[src/design/dfpd_pkg.sv]
// ----------------------------------------------------------------------------
// dfpd_pkg
// Shared types, widths and constant tables for the decimal fixed-point divider.
// ----------------------------------------------------------------------------
package dfpd_pkg;

    // Default number of fractional decimal digits.
    localparam int FRACTION_DIGITS_DEF = 6;

    // The dividend is scaled up until it reaches this value.
    localparam logic [63:0] DIVIDEND_TARGET = 64'd10000000000000;
    // Number of times ten is applied at most to reach the target.
    localparam int          SCALE_STEPS     = 13;

    // Largest positive magnitude.
    localparam logic [63:0] MAG_MAX = 64'h7FFF_FFFF_FFFF_FFFF;

    // Width of a scaled divisor, enough for ten to the largest digit count.
    localparam int VBS_W = 30;

    // Number of divisor compare thresholds.
    localparam int THR_N = 19;

    typedef logic [0:31][63:0]       t_pow_tab;
    typedef logic [0:15][63:0]       t_max_tab;
    typedef logic [0:THR_N-1][127:0] t_thr_tab;

    // Input beat.
    typedef struct packed {
        logic signed [63:0] dividend;
        logic signed [63:0] divisor;
    } t_in;

    // Output beat.
    typedef struct packed {
        logic signed [63:0] quotient;
        logic               divide_by_zero;
        logic               overflowed;
    } t_out;

    // Side data carried through the divisor scaling divider.
    typedef struct packed {
        logic [63:0] va;
        logic [3:0]  sa;
        logic [5:0]  shift;
        logic        neg;
        logic        za;
        logic        zb;
    } t_sb1;

    // Side data carried through the magnitude divider.
    typedef struct packed {
        logic [5:0] shift;
        logic       neg;
        logic       za;
        logic       zb;
    } t_sb2;

    // Side data carried through the rescaling divider.
    typedef struct packed {
        logic [3:0] mup;
        logic       neg;
        logic       za;
        logic       zb;
    } t_sb3;

    // Powers of ten; entries past ten to the nineteenth are never selected.
    function automatic t_pow_tab pow10_tab();
        t_pow_tab    tab;
        logic [63:0] p;
        p = 64'd1;
        for (int i = 0; i < 32; i++) begin
            tab[i] = p;
            p      = p * 64'd10;
        end
        return tab;
    endfunction

    localparam t_pow_tab POW10 = pow10_tab();

    // Largest value that may be scaled up by ten to the m without overflow.
    function automatic t_max_tab max_tab();
        t_max_tab tab;
        for (int m = 0; m < 16; m++) begin
            tab[m] = MAG_MAX / POW10[m];
        end
        return tab;
    endfunction

    localparam t_max_tab MAXDIV = max_tab();

    // Divisor thresholds: the divisor takes more than t divides by ten
    // exactly when it is at least (10^fd + 1) * 10^t.
    function automatic t_thr_tab div_thr(int fd);
        t_thr_tab     tab;
        logic [127:0] p;
        p = 128'd1;
        for (int i = 0; i < fd; i++) begin
            p = p * 128'd10;
        end
        p = p + 128'd1;
        for (int t = 0; t < THR_N; t++) begin
            tab[t] = p;
            p      = p * 128'd10;
        end
        return tab;
    endfunction

endpackage

[src/design/dfpd_scale.sv]
// ----------------------------------------------------------------------------
// dfpd_scale
// Dividend scaling chain: one conditional multiply by ten per stage.
// ----------------------------------------------------------------------------
module dfpd_scale import dfpd_pkg::*; (
    input  logic             i_clk,
    input  logic             i_rst_n,
    input  logic             i_en,
    input  logic             i_valid,
    input  t_sb1             i_sb,
    input  logic [VBS_W-1:0] i_vbs,
    output logic             o_valid,
    output logic [63:0]      o_num,
    output logic [VBS_W-1:0] o_den,
    output t_sb2             o_sb
);

    logic             r_v   [SCALE_STEPS];
    logic [63:0]      r_x   [SCALE_STEPS];
    t_sb1             r_sb  [SCALE_STEPS];
    logic [VBS_W-1:0] r_vbs [SCALE_STEPS];

    for (genvar j = 0; j < SCALE_STEPS; j++) begin : g_stage
        logic             w_v;
        logic [63:0]      w_x;
        t_sb1             w_sb;
        logic [VBS_W-1:0] w_vbs;

        if (j == 0) begin : g_first
            assign w_v   = i_valid;
            assign w_x   = i_sb.va;
            assign w_sb  = i_sb;
            assign w_vbs = i_vbs;
        end else begin : g_next
            assign w_v   = r_v[j-1];
            assign w_x   = r_x[j-1];
            assign w_sb  = r_sb[j-1];
            assign w_vbs = r_vbs[j-1];
        end

        always_ff @(posedge i_clk) begin
            if (!i_rst_n) begin
                r_v[j] <= 1'b0;
            end else if (i_en) begin
                r_v[j] <= w_v;
            end
        end

        // Times ten as eight times plus two times.
        always_ff @(posedge i_clk) begin
            if (i_en) begin
                r_x[j]   <= (4'(j) < w_sb.sa) ? ({w_x[60:0], 3'b000} + {w_x[62:0], 1'b0})
                                               : w_x;
                r_sb[j]  <= w_sb;
                r_vbs[j] <= w_vbs;
            end
        end
    end

    assign o_valid  = r_v[SCALE_STEPS-1];
    assign o_num    = r_x[SCALE_STEPS-1];
    assign o_den    = r_vbs[SCALE_STEPS-1];
    assign o_sb.shift = r_sb[SCALE_STEPS-1].shift;
    assign o_sb.neg   = r_sb[SCALE_STEPS-1].neg;
    assign o_sb.za    = r_sb[SCALE_STEPS-1].za;
    assign o_sb.zb    = r_sb[SCALE_STEPS-1].zb;

endmodule

[config.mk]
export PLATFORM = sky130hd
export DESIGN_NAME = dfpd_scale
export DESIGN_NICKNAME = d
export VERILOG_FILES = /design/src/design/dfpd_pkg.sv /design/src/design/dfpd_scale.sv
export SDC_FILE = /design/constraint.sdc
export NUM_CORES = 2
export LEC_CHECK = 0
export BUFFER_PORTS_ARGS = -buffer_cell sky130_fd_sc_hd__buf_2
export CELL_PAD_IN_SITES_DETAIL_PLACEMENT = 0
export CELL_PAD_IN_SITES_GLOBAL_PLACEMENT = 1
export CORE_AREA = 2 2 563 341
export DETAILED_ROUTE_END_ITERATION = 12
export DIE_AREA = 0 0 565 343
export GPL_TIMING_DRIVEN = 0
export PLACE_DENSITY = 0.89
export SLEW_MARGIN = 10
export SYNTH_ARGS = -nofsm -noshare
export SYNTH_HDL_FRONTEND = slang
export SYNTH_SLANG_ARGS = --single-unit
[constraint.sdc]
create_clock -name i_clk -period 6.2 [get_ports i_clk]
set_input_delay 1.24 -clock i_clk [delete_from_list [all_inputs] [get_ports i_clk]]
set_output_delay 1.24 -clock i_clk [all_outputs]
set_load 0.02 [all_outputs]
; After elaboration in Yosys (flattened, before gate mapping)
; Memories as Yosys holds them, arrays and structs flattened.
; Cells that the tools add are included.
[totals]
regBits = 0
ramBits = 2236
input_bits = 111
output_inout_bits = 104
word_cells = 74
mem_count = 4
[classes]
add_sub_neg = 13
magnitude_cmp = 13
n_mux = 31
bitwise = 13
[memory_table]
columns = name, depth, word_bits, read_ports, rd_clocked_by_memory_dff, write_ports, line
row1 = r_sb, 13, 77, 13, 0, 13, dfpd_scale.sv:20  ; t_sb1 r_sb [SCALE_STEPS];
row2 = r_x, 13, 64, 13, 0, 13, dfpd_scale.sv:19  ; logic [63:0] r_x [SCALE_STEPS];
row3 = r_vbs, 13, 30, 13, 0, 13, dfpd_scale.sv:21  ; logic [VBS_W-1:0] r_vbs [SCALE_STEPS];
row4 = r_v, 13, 1, 13, 0, 13, dfpd_scale.sv:18  ; logic r_v [SCALE_STEPS];
[ops]
columns = op, n
row1 = $add 64x64->64, 13
row2 = $mux 64, 13
row3 = $lt 4x4->1 const A, 5
row4 = $mux 1, 18
row5 = $lt 3x4->1 const A, 4
row6 = $or 1x1->1, 13
row7 = $lt 1x4->1 const A, 2
row8 = $lt 2x4->1 const A, 2

; Logic depth before layout (Yosys ltp)
[depth]
word_depth = 4
ltp_mapped = 14
mapped_depth_nobuf = 14

; Least setup slack after synthesis
; OpenSTA, ideal clock, no wires.
[synth_timing]
path_kind = input port to flip-flop
startpoint = in i_sb[13] (netlist bit)
endpoint = mem r_x[0][59] (data pin)
setup_time_ps = 260
arrival_time_ps = 4015
required_ps = 5940
path_slack_ps = 1925
cell_stages = 14
n_path_buf = 0
cell_sequence = ha_1 -> fa_1 -> a21oi_1 -> o21ai_0 -> a21oi_1 -> o21bai_1 -> a211oi_1 -> nor4b_1 -> o31a_1 -> o2111a_1 -> o21ai_0 -> nand2_1 -> xor2_1 -> mux2_2
[synth_lines]
columns = item, line
row1 = start: declaration, dfpd_scale.sv:10  ; input t_sb1 i_sb,
row2 = end: declaration, dfpd_scale.sv:19

==> summary.txt <==
Global routing
  • GRT overflow: 0
  • Global-route wire length before repair: 454000 µm
  • Layer with the highest usage: met1
  • Number of global-route vias before repair: 70184
  • Initial antenna violation count: 40
  • Global routing usage on met1: 0.549
  • Met2 Use GR: 0.318
  • Met3 GRT Util: 0.122
  • Largest net degree at the start of global routing: 171
  • Gr usage total: 0.307

Finish
  • Most frequent cells in the layout: edfxtp_1 (1399), nand2_1 (1140), a21oi_1 (952), o21ai_0 (942), ha_1 (780)
  • Fill count: 16505
  • P&R area growth vs syn: 10.3%
  • Fin cells: 12521
  • Most common cell after layout, fill and taps aside: edfxtp_1
  • Layout cells sized above 1: 0.0704
  • NumNets Final: 10790

Synth
  • Sequential area share after synthesis: 0.447
  • Post-synth EDFFs: 1399
  • Post-Synthesis Cells: 9497
  • YS warnings: 0
  • Async SR Flop Fraction: 0
  • Synthesized cell area: 94000 µm²
  • Post-Syn Nets: 10401
  • Synth unique cells: 101
  • Post-synth top flop: edfxtp_1
  • Register bit total from synthesis: 1400
  • Syn avg cell area: 9.90 µm²

Detailed routing
  • Antenna-violating nets left: 0
  • DR vias: 77820
  • Vias per cell: 6.22
  • Mean routed wirelength per cell: 24.4 µm
  • DRT iter0 DRCs: 10461
  • DRC: 0
  • First-pass DRT Iterations: 5
  • Drt total wl: 305000 µm

Setup path
  • R2R depth: 12
  • Reg-to-reg critical path startpoint: r_x[2][29]
  • CP Launch Type: flip-flop
  • Crit path max-delay family: compound AO/OA/AOI/OAI gates
  • Critical path type: reg2reg
  • Setup crit start: r_x[2][29]
  • Critical Path End Type: flip-flop
  • WP data required: 6.84 ns
  • CP max stage cell: nor4_1
  • Crit-path cells: ha_1 -> clkbuf_1 -> nand4_1 -> nor4_1 -> inv_1 -> a2111oi_2 -> o21ai_0 -> a211oi_1 -> o211ai_1 -> a31oi_1 -> nor3_1 -> o31ai_1
  • Worst reg2reg setup slack: 0.29 ns
  • RR Endpoint: r_x[2][125]
  • Crit-path max cell delay: 0.96 ns
  • CP bufs+invs: 2
  • Critical path fanouts, max: 10
  • Worst path arrival time: 6.55 ns

Floorplan
  • Die width: 565 µm
  • Io pins: 215
  • Die H: 343 µm
  • Row Count: 124
  • Starting density of the core: 0.498
  • Core box area: 189000 µm²
  • Die area: 194000 µm²

STA
  • Tcrit/Tclk final: 0.954
  • Achievable Freq: 169 MHz
  • Worst clock skew: 0.118 ns
  • Final setup viols: 0
  • Rel. slew slack: 0.0925
  • Slew Viols, Final: 0
  • RSZ-0062 raised after global routing: false
  • Fin. Hold Viols: 0
  • Crit path time final: 5.91 ns
  • Tightest Pin Transition: 1.35 ns

Clock network
  • Clock sink count: 1400
  • Post_cts resized: 0
  • Clock root buffer: clkbuf_16
  • H-tree Lvls: 4
  • CTS Hold Bufs: 0
  • Clock Path Buffers: 4
  • Post-CTS setup buffer count: 0
  • CTS buffer count: 150
  • CTS tree: built
  • Clock transition at path regs: 0.07 ns
  • Worst-Skew Late Latency: 0.88 ns

Place
  • GP Congestion: 0.975
  • Placed Cells: 12252
  • IO Port Bufs: 214
  • Final HPWL DP: 236000 µm

Worst hold path
  • HP Class: reg2reg
  • Hold path depth: 0
  • Hold path start: r_vbs[0][58]
  • Worst Hold End: r_vbs[1][28]

Run status
  • Status: completed

Job
  • Max_cap viols: 0
cells by family after synthesis:
family	share of synthesized area
xor gates and xnor gates	0.0678
buffers and inverters	0.0260
AOI/OAI and AO/OA	0.217
muxes	0.0127
DFF	0.447
adders and majority gates	0.107
and+or+nand+nor	0.123
cell usage after synthesis, types with 94 or more instances:
cell / number / share of area
a21o_1: 575 / 0.046
a21oi_1: 953 / 0.051
a31oi_1: 97 / 0.0065
clkbuf_1: 433 / 0.017
edfxtp_1: 1399 / 0.45
ha_1: 780 / 0.10
inv_1: 197 / 0.0079
mux2_2: 94 / 0.011
nand2_1: 1140 / 0.046
nand3_1: 141 / 0.0075
nand4_1: 201 / 0.013
nor2_1: 501 / 0.020
nor3_1: 103 / 0.0055
o21ai_0: 942 / 0.050
o21bai_1: 164 / 0.013
xnor2_1: 445 / 0.041
xor2_1: 283 / 0.026
layout make-up:
class                      count  area (µm²)  share of cell area
antenna                        3        7.51           0.0000724
buffer                       451        1750              0.0169
clock buffer                 172        3900              0.0376
clock inverter                92         991             0.00955
inverter                     197         739             0.00713
multi-input combinational   7449       49700               0.479
sequential                  1400       42000               0.405
tap                         2520        3150              0.0304
timing repair buffer         237        1510              0.0145
stage by stage:
stage	setup WS, ns	TNS, ns	cell area (µm²)	hold WS, ns	utilization
after floorplan	1.93	0	94000	0.400	-
after global placement	-18.59	-	98300	0.400	0.520
after detailed placement	-0.0336	-0.0336	98800	0.405	0.523
after CTS	0.681	0	104000	0.389	0.548
after global routing	0.308	0	104000	0.407	0.549
final	0.288	0	104000	0.400	0.549
routing by layer:
| metal | routed length [µm] | vias to the layer above |
|---|---|---|
| li1 | - | 36469 |
| met1 | 166000 | 37502 |
| met2 | 93500 | 3533 |
| met3 | 42300 | 302 |
| met4 | 3330 | 14 |
| met5 | 97 | - |
sequential cells by signal, indices dropped and copies added (netlist names):
name   cells
r_vbs    390
r_sb     165
r_v       13
r_x      832
worst max path at each step:
stage	endpoint	slack, ns	depth (start not counted)
3_5_place_dp	r_x[0][61]	-0.03	14
2_1_floorplan	r_x[0][59]	1.93	14
4_1_cts	r_x[0][61]	0.68	14
3_3_place_gp	r_v[12]	-18.59	2
5_1_grt	r_x[0][61]	0.31	14
6_report	r_x[2][125]	0.29	12
Power is not shown: default switching activity piles up to over one toggle a cycle in this logic, so the estimate is an artifact.
