==> config.mk <==
export PLATFORM = sky130hd
export DESIGN_NAME = dfpd_front
export DESIGN_NICKNAME = d
export VERILOG_FILES = /design/src/design/dfpd_pkg.sv /design/src/design/dfpd_front.sv
export SDC_FILE = /design/constraint.sdc
export NUM_CORES = 1
export LEC_CHECK = 0
export BUFFER_PORTS_ARGS = -buffer_cell sky130_fd_sc_hd__clkbuf_2
export CORE_ASPECT_RATIO = 1.25
export CORE_MARGIN = 1.5
export CORE_UTILIZATION = 50
export CTS_CLUSTER_SIZE = 24
export DETAILED_ROUTE_END_ITERATION = 8
export MAX_ROUTING_LAYER = met4
export PLACE_DENSITY = 0.83
export RECOVER_POWER = 100
export SKIP_LAST_GASP = 1
export SYNTH_ARGS = -nofsm -noshare
export SYNTH_HDL_FRONTEND = slang
export SYNTH_SLANG_ARGS = --single-unit
==> constraint.sdc <==
create_clock -name i_clk -period 6.9 [get_ports i_clk]
set_input_delay 0 -clock i_clk [delete_from_list [all_inputs] [get_ports i_clk]]
set_output_delay 0 -clock i_clk [all_outputs]
set_load 0.02 [all_outputs]
==> src/design/dfpd_pkg.sv <==
// ----------------------------------------------------------------------------
// dfpd_pkg
// Shared types, widths and constant tables for the decimal fixed-point divider.
// ----------------------------------------------------------------------------
package dfpd_pkg;

    // Default number of fractional decimal digits.
    localparam int FRACTION_DIGITS_DEF = 6;

    // The dividend is scaled up until it reaches this value.
    localparam logic [63:0] DIVIDEND_TARGET = 64'd10000000000000;
    // Number of times ten is applied at most to reach the target.
    localparam int          SCALE_STEPS     = 13;

    // Largest positive magnitude.
    localparam logic [63:0] MAG_MAX = 64'h7FFF_FFFF_FFFF_FFFF;

    // Width of a scaled divisor, enough for ten to the largest digit count.
    localparam int VBS_W = 30;

    // Number of divisor compare thresholds.
    localparam int THR_N = 19;

    typedef logic [0:31][63:0]       t_pow_tab;
    typedef logic [0:15][63:0]       t_max_tab;
    typedef logic [0:THR_N-1][127:0] t_thr_tab;

    // Input beat.
    typedef struct packed {
        logic signed [63:0] dividend;
        logic signed [63:0] divisor;
    } t_in;

    // Output beat.
    typedef struct packed {
        logic signed [63:0] quotient;
        logic               divide_by_zero;
        logic               overflowed;
    } t_out;

    // Side data carried through the divisor scaling divider.
    typedef struct packed {
        logic [63:0] va;
        logic [3:0]  sa;
        logic [5:0]  shift;
        logic        neg;
        logic        za;
        logic        zb;
    } t_sb1;

    // Side data carried through the magnitude divider.
    typedef struct packed {
        logic [5:0] shift;
        logic       neg;
        logic       za;
        logic       zb;
    } t_sb2;

    // Side data carried through the rescaling divider.
    typedef struct packed {
        logic [3:0] mup;
        logic       neg;
        logic       za;
        logic       zb;
    } t_sb3;

    // Powers of ten; entries past ten to the nineteenth are never selected.
    function automatic t_pow_tab pow10_tab();
        t_pow_tab    tab;
        logic [63:0] p;
        p = 64'd1;
        for (int i = 0; i < 32; i++) begin
            tab[i] = p;
            p      = p * 64'd10;
        end
        return tab;
    endfunction

    localparam t_pow_tab POW10 = pow10_tab();

    // Largest value that may be scaled up by ten to the m without overflow.
    function automatic t_max_tab max_tab();
        t_max_tab tab;
        for (int m = 0; m < 16; m++) begin
            tab[m] = MAG_MAX / POW10[m];
        end
        return tab;
    endfunction

    localparam t_max_tab MAXDIV = max_tab();

    // Divisor thresholds: the divisor takes more than t divides by ten
    // exactly when it is at least (10^fd + 1) * 10^t.
    function automatic t_thr_tab div_thr(int fd);
        t_thr_tab     tab;
        logic [127:0] p;
        p = 128'd1;
        for (int i = 0; i < fd; i++) begin
            p = p * 128'd10;
        end
        p = p + 128'd1;
        for (int t = 0; t < THR_N; t++) begin
            tab[t] = p;
            p      = p * 128'd10;
        end
        return tab;
    endfunction

endpackage

==> src/design/dfpd_front.sv <==
// ----------------------------------------------------------------------------
// dfpd_front
// Input stage: magnitudes, sign, zero tests and decimal shift counts.
// ----------------------------------------------------------------------------
module dfpd_front import dfpd_pkg::*; #(
    parameter int FRACTION_DIGITS = FRACTION_DIGITS_DEF
) (
    input  logic        i_clk,
    input  logic        i_rst_n,
    input  logic        i_en,
    input  logic        i_valid,
    input  t_in         i_data,
    output logic        o_valid,
    output logic [63:0] o_num,
    output logic [63:0] o_den,
    output t_sb1        o_sb
);

    localparam t_thr_tab THR = div_thr(FRACTION_DIGITS);

    logic [63:0]          w_va;
    logic [63:0]          w_vb;
    logic [SCALE_STEPS-1:0] w_below;
    logic [THR_N-1:0]     w_above;
    logic [3:0]           w_sa;
    logic [4:0]           w_k;
    t_sb1                 w_sb;

    logic                 r_v;
    logic [63:0]          r_num;
    logic [63:0]          r_den;
    t_sb1                 r_sb;

    // Two's complement magnitudes; the most negative value gives 2^63.
    assign w_va = i_data.dividend[63] ? (~i_data.dividend + 64'd1) : i_data.dividend;
    assign w_vb = i_data.divisor[63]  ? (~i_data.divisor + 64'd1)  : i_data.divisor;

    // Count the powers of ten the dividend stays below, and the divisor
    // thresholds it reaches; each count is the number of scaling steps.
    always_comb begin
        for (int t = 0; t < SCALE_STEPS; t++) begin
            w_below[t] = (w_va < POW10[t+1]);
        end
        for (int t = 0; t < THR_N; t++) begin
            w_above[t] = ({64'd0, w_vb} >= THR[t]);
        end
    end

    assign w_sa = 4'($countones(w_below));
    assign w_k  = 5'($countones(w_above));

    always_comb begin
        w_sb.va    = w_va;
        w_sb.sa    = w_sa;
        w_sb.shift = 6'(w_sa) + 6'(w_k);
        w_sb.neg   = i_data.dividend[63] ^ i_data.divisor[63];
        w_sb.za    = (w_va == 64'd0);
        w_sb.zb    = (w_vb == 64'd0);
    end

    always_ff @(posedge i_clk) begin
        if (!i_rst_n) begin
            r_v <= 1'b0;
        end else if (i_en) begin
            r_v <= i_valid;
        end
    end

    always_ff @(posedge i_clk) begin
        if (i_en) begin
            r_num <= w_vb;
            r_den <= POW10[w_k];
            r_sb  <= w_sb;
        end
    end

    assign o_valid = r_v;
    assign o_num   = r_num;
    assign o_den   = r_den;
    assign o_sb    = r_sb;

endmodule

Word-level counts from Yosys, hierarchy flattened
Memory sizes are Yosys's and may differ from the RTL's. A register that Yosys moved wholly into a read port is not among the register bits.
Index checks and enable logic that the tools add are counted.
Widths: inputs -> output; s select.
{ "classes": {"add_sub_neg": 28, "magnitude_cmp": 27, "mux": 2, "n_bitwise": 4, "n_reduce_logical": 2} }
{ "op_table": {"columns": ["op", "n"], "rows": [
  ["$add 64x1->64 const B", 2],
  ["$logic_not 64->1", 2],
  ["$mux 64", 2],
  ["$not 64->64", 2],
  ["$ge 64x20->1 const B", 1],
  ["$ge 64x24->1 const B", 1],
  ["$ge 64x27->1 const B", 1],
  ["$ge 64x30->1 const B", 1],
  ["$ge 64x34->1 const B", 1],
  ["$ge 64x37->1 const B", 1],
  ["$ge 64x40->1 const B", 1],
  ["$ge 64x44->1 const B", 1],
  ["$ge 64x47->1 const B", 1],
  ["$ge 64x50->1 const B", 1],
  ["$ge 64x54->1 const B", 1],
  ["$ge 64x57->1 const B", 1],
  ["$ge 64x60->1 const B", 1],
  ["$ge 64x64->1 const B", 1],
  ["$lt 64x10->1 const B", 1],
  ["$lt 64x14->1 const B", 1],
  ["$lt 64x17->1 const B", 1],
  ["$lt 64x20->1 const B", 1],
  ["$lt 64x24->1 const B", 1],
  ["$lt 64x27->1 const B", 1],
  ["17 further kinds", 35]
]} }
{ "word_totals": {"register_bits": 142, "mem_bits_ro": 2048, "input_bits": 132, "out_inout_bits": 206, "wordCells": 72, "memories": 1} }
{ "memory_table": {"columns": ["memory", "words", "word_bits", "rd", "rd_clocked_by_memory_dff", "write_ports", "line_no", "source"], "rows": [
  ["(no name shown)", 32, 64, 1, 1, 0, "dfpd_front.sv:72", "r_den <= POW10[w_k];"]
]} }

Longest topological paths before layout
{ "depth": {"ltp_word": 9, "ltp_mapped": 28, "depth_no_buf": 27} }

Worst setup path before layout
OpenSTA, ideal clock, no wires.
{ "synth_path": {"path_type": "input port to flip-flop", "from": "input port i_data[2] in the netlist's numbering", "to": "register r_sb (netlist bit o_sb[6]), data pin", "setup_ps": 257, "t_arrival_ps": 7357, "required_ps": 6643, "setup_slack_ps": -714, "path_stages": 26, "path_buffers": 3, "cell_sequence": "clkbuf_1 nor4_1 nand4_1 or3_1 clkbuf_1 o41ai_1 xor2_1 nand3_1 nor4_2 nand3_1 a2111oi_0 fa_1 inv_1 fa_1 fa_1 inv_1 fa_1 inv_1 ha_1 fa_1 xor2_1 clkbuf_1 ha_1 a21oi_1 nand2_1 xor2_1"} }
{ "synth_rtl": {"columns": ["item", "line_no", "source"], "rows": [
  ["start: declaration", "dfpd_front.sv:12", "input t_in i_data,"],
  ["end signal: assignment", "dfpd_front.sv:73", "r_sb <= w_sb;"],
  ["end: declaration", "dfpd_front.sv:32", "t_sb1 r_sb;"]
]} }

==> flow_summary.toml <==
[outcome]
status = "finished clean"

[sta]
maxSlewViolCount = 0
clock.fmax_ghz = 0.147
min_period_ns = 6.79
setup_viol = 0
final.period_utilization_pct = 98.4
finalSetupTns_ns = 0
rsz0062_at_grt = "yes"
relSlewSlack_pct = 30.3
finalHoldViolCount = 0
worstMarginPinSlew_ns = 1.05
skew_ns = 0

[setup_path]
cp_max_fo = 8
arrival_ns = 6.99
crit_slowest_cell = "or4_4"
crit_top_cell = "fa_1"
path_cells = "clkbuf_2 -> or4_4 -> buf_4 -> nor4_4 -> nand4_1 -> buf_4 -> o41ai_1 -> xor2_1 -> and3_1 -> nand4_1 -> nand4bb_4 -> or4_4 -> fa_1 -> fa_1 -> fa_1 -> inv_1 -> fa_1 -> fa_2 -> inv_2 -> fa_2 -> inv_2 -> fa_2 -> a21o_1 -> a21o_1"
worst_setup_path_end_kind = "flip-flop"
crit_required_ns = 7.10
cpPeakStageDelay_ns = 0.56
critPathLaunchType = "input port"
criticalPathCategory = "input port to flip-flop"

[logic_synthesis]
synthFlopType = "edfxtp_1"
synth_area_leaders = "edfxtp_1 (40%), xor2_1 (4.4%), nand2_1 (3.1%), xnor2_1 (3.0%), inv_1 (3.0%)"
yosys_register_bits = 184
async_flop_share_pct = 0
syn_inst = 1471
syn_avg_cell_area_um2 = 9.27
ys_warn_count = 0
seq_area_frac_synth_pct = 40.5
synth_edf_count = 183
synth_common_cells = "edfxtp_1 (183), nand2_1 (111), inv_1 (108), nor2_1 (105), o21ai_0 (69)"
synth_cell_types = 86
synth_top_area_cell = "edfxtp_1"
synth_area_um2 = 13600
yosysMostFrequentCell = "edfxtp_1"
synth.top_cell.area_share_pct = 40.3

[place]
dpl.hpwl_um = 40300
port_buffers = 321
place_inst = 2456
globalplace.congestion = 1.02

[die]
dieArea_um2 = 28300
rows = 67
fp.dieH_um = 188
die_w_um = 151
io-pin-count = 338
initial_utilization_pct = 50.8
coreArea_um2 = 26800

[routing]
routedWlPerCell_um = 20.1
remaining_drc_errors = 0
ant_nets = 0
drt-total-wl_um = 50300
viasPerCell = 5.94
first_iter_violations = 1231
vias = 14900
firstDrtPassIters = 6

[cts]
cts.sinks = 184
htree_levels = 4
path_clk_slew_ns = 0.08
tritoncts = "built"
worst_skew_pair.late_latency_ns = 0.43
cts_buffers = 17
cts_buffer_depth = 2
cts-root-buf = "clkbuf_16"

[finish]
final_util_pct = 72.1
area_growth_pct = 41.9
final_nets = 2323
layout-drive-gt1-share_pct = 38.3
layout.cells.non_filler = 2508

[pwr]
max-vdd-ir-drop_mv = 0.143
p_leak_nw = 8.18
powerDensity_nw_per_um2 = 178

[global_route]
grt_usage_pct = 35.7
grt_pass1_wl_um = 76100
grt_max_degree = 80
grt_pass1_vias = 14400
grt_overflow_total = 0
antenna_found_initial = 1

[worst_hold_path]
min_path_type = "input port to flip-flop"

[flow_run]
cap_violations = 0
## final timing paths
path,start,to,slack [ns],cells after the start
max,i_data[75],o_sb[7],0.11,24
min,i_data[58],o_num[58],0.03,4
max reg2reg,o_valid,o_valid,5.70,3
min reg2reg,o_valid,o_valid,1.12,3
## routing by layer
metal  share of wire (%)  wire (µm)  global-route usage, %  up-vias
met4                 5.9       2980                   19.9        0
met3                 5.9       2950                   3.60      167
li1                    -          -                      -     6947
met2                  51      25900                   62.1      753
met5                   0          0                      -        -
met1                  37      18500                   39.7     7028
## logic make-up (layout without fill, tap and decap cells)
logic type               after synthesis  in the layout  share of synthesized area (%)
multiplexers                           3              3                          0.229
AND/OR/NAND/NOR                      595            595                           23.7
XOR/XNOR                             115            115                           7.39
other                                  1             17                         0.0275
adder cells (fa/ha/maj)               41             41                           4.75
AO/OA/AOI/OAI                        337            337                           17.4
flip-flops                           184            184                           40.5
buffers and inverters                195            871                           6.06
## where the power goes
group	switching [mW]	internal (mW)	total, mW
sequential	0.0426	1.37	1.41
clock	0.470	0.477	0.946
combinational	0.669	0.425	1.09
## critical path: cells and delay by family
family,cells,cell delay (ns)
xor gates and xnor gates,1,0.24
AOI/OAI and AO/OA,3,0.69
and+or+nand+nor,7,2.36
adders and majority gates,7,3.10
buffers and inverters,6,0.59
## layout make-up
cell class / count / area [µm²]
clock inverters: 14 / 136
well taps: 345 / 432
multi-input cells: 1107 / 7680
flip-flops and latches: 184 / 5520
inverters: 111 / 417
clock buffers: 17 / 425
repair buffers: 729 / 4740
diodes: 1 / 2.50
fillers: 2100 / 7470
## registers in the layout (all words and copies together) (netlist names)
register / cells
o_num: 64
o_den: 43
o_sb: 76
o_valid: 1
## through the flow
step           worst slack (ns)  hold WS, ns  cell area (µm²)  total power, mW
6_report                  0.111       0.0322            19400             3.45
5_1_grt                  -0.128       0.0293            19400             3.58
4_1_cts                  0.0757      0.00836            19100             3.43
3_5_place_dp             -0.378        0.242            18400             2.49
3_3_place_gp             -0.289        0.243            18400             2.47
2_1_floorplan           -0.0682       0.0989            13800             1.95
## layout by cell type, fill, tap and decap left out, drive strengths merged, types with 38 or more instances in the layout
| master | Yosys | routed |
|---|---|---|
| buf | 30 | 393 |
| o21ai | 70 | 70 |
| nor4 | 57 | 57 |
| o31ai | 40 | 40 |
| xnor2 | 47 | 47 |
| inv | 109 | 116 |
| nand4 | 38 | 38 |
| xor2 | 68 | 68 |
| nand3 | 51 | 51 |
| edfxtp | 183 | 183 |
| clkbuf | 54 | 339 |
| nor2 | 105 | 105 |
| nand2 | 111 | 111 |
| a21oi | 55 | 55 |
| nor3 | 62 | 62 |
## what timing repair did
action	4_1_cts	5_1_grt
buffers inserted	0	6
hold endpoints to repair	51	0
endpoints found under the setup margin	0	45
hold buffers	14	0
gates resized for setup	0	42
(Power assumes the default switching activity.)
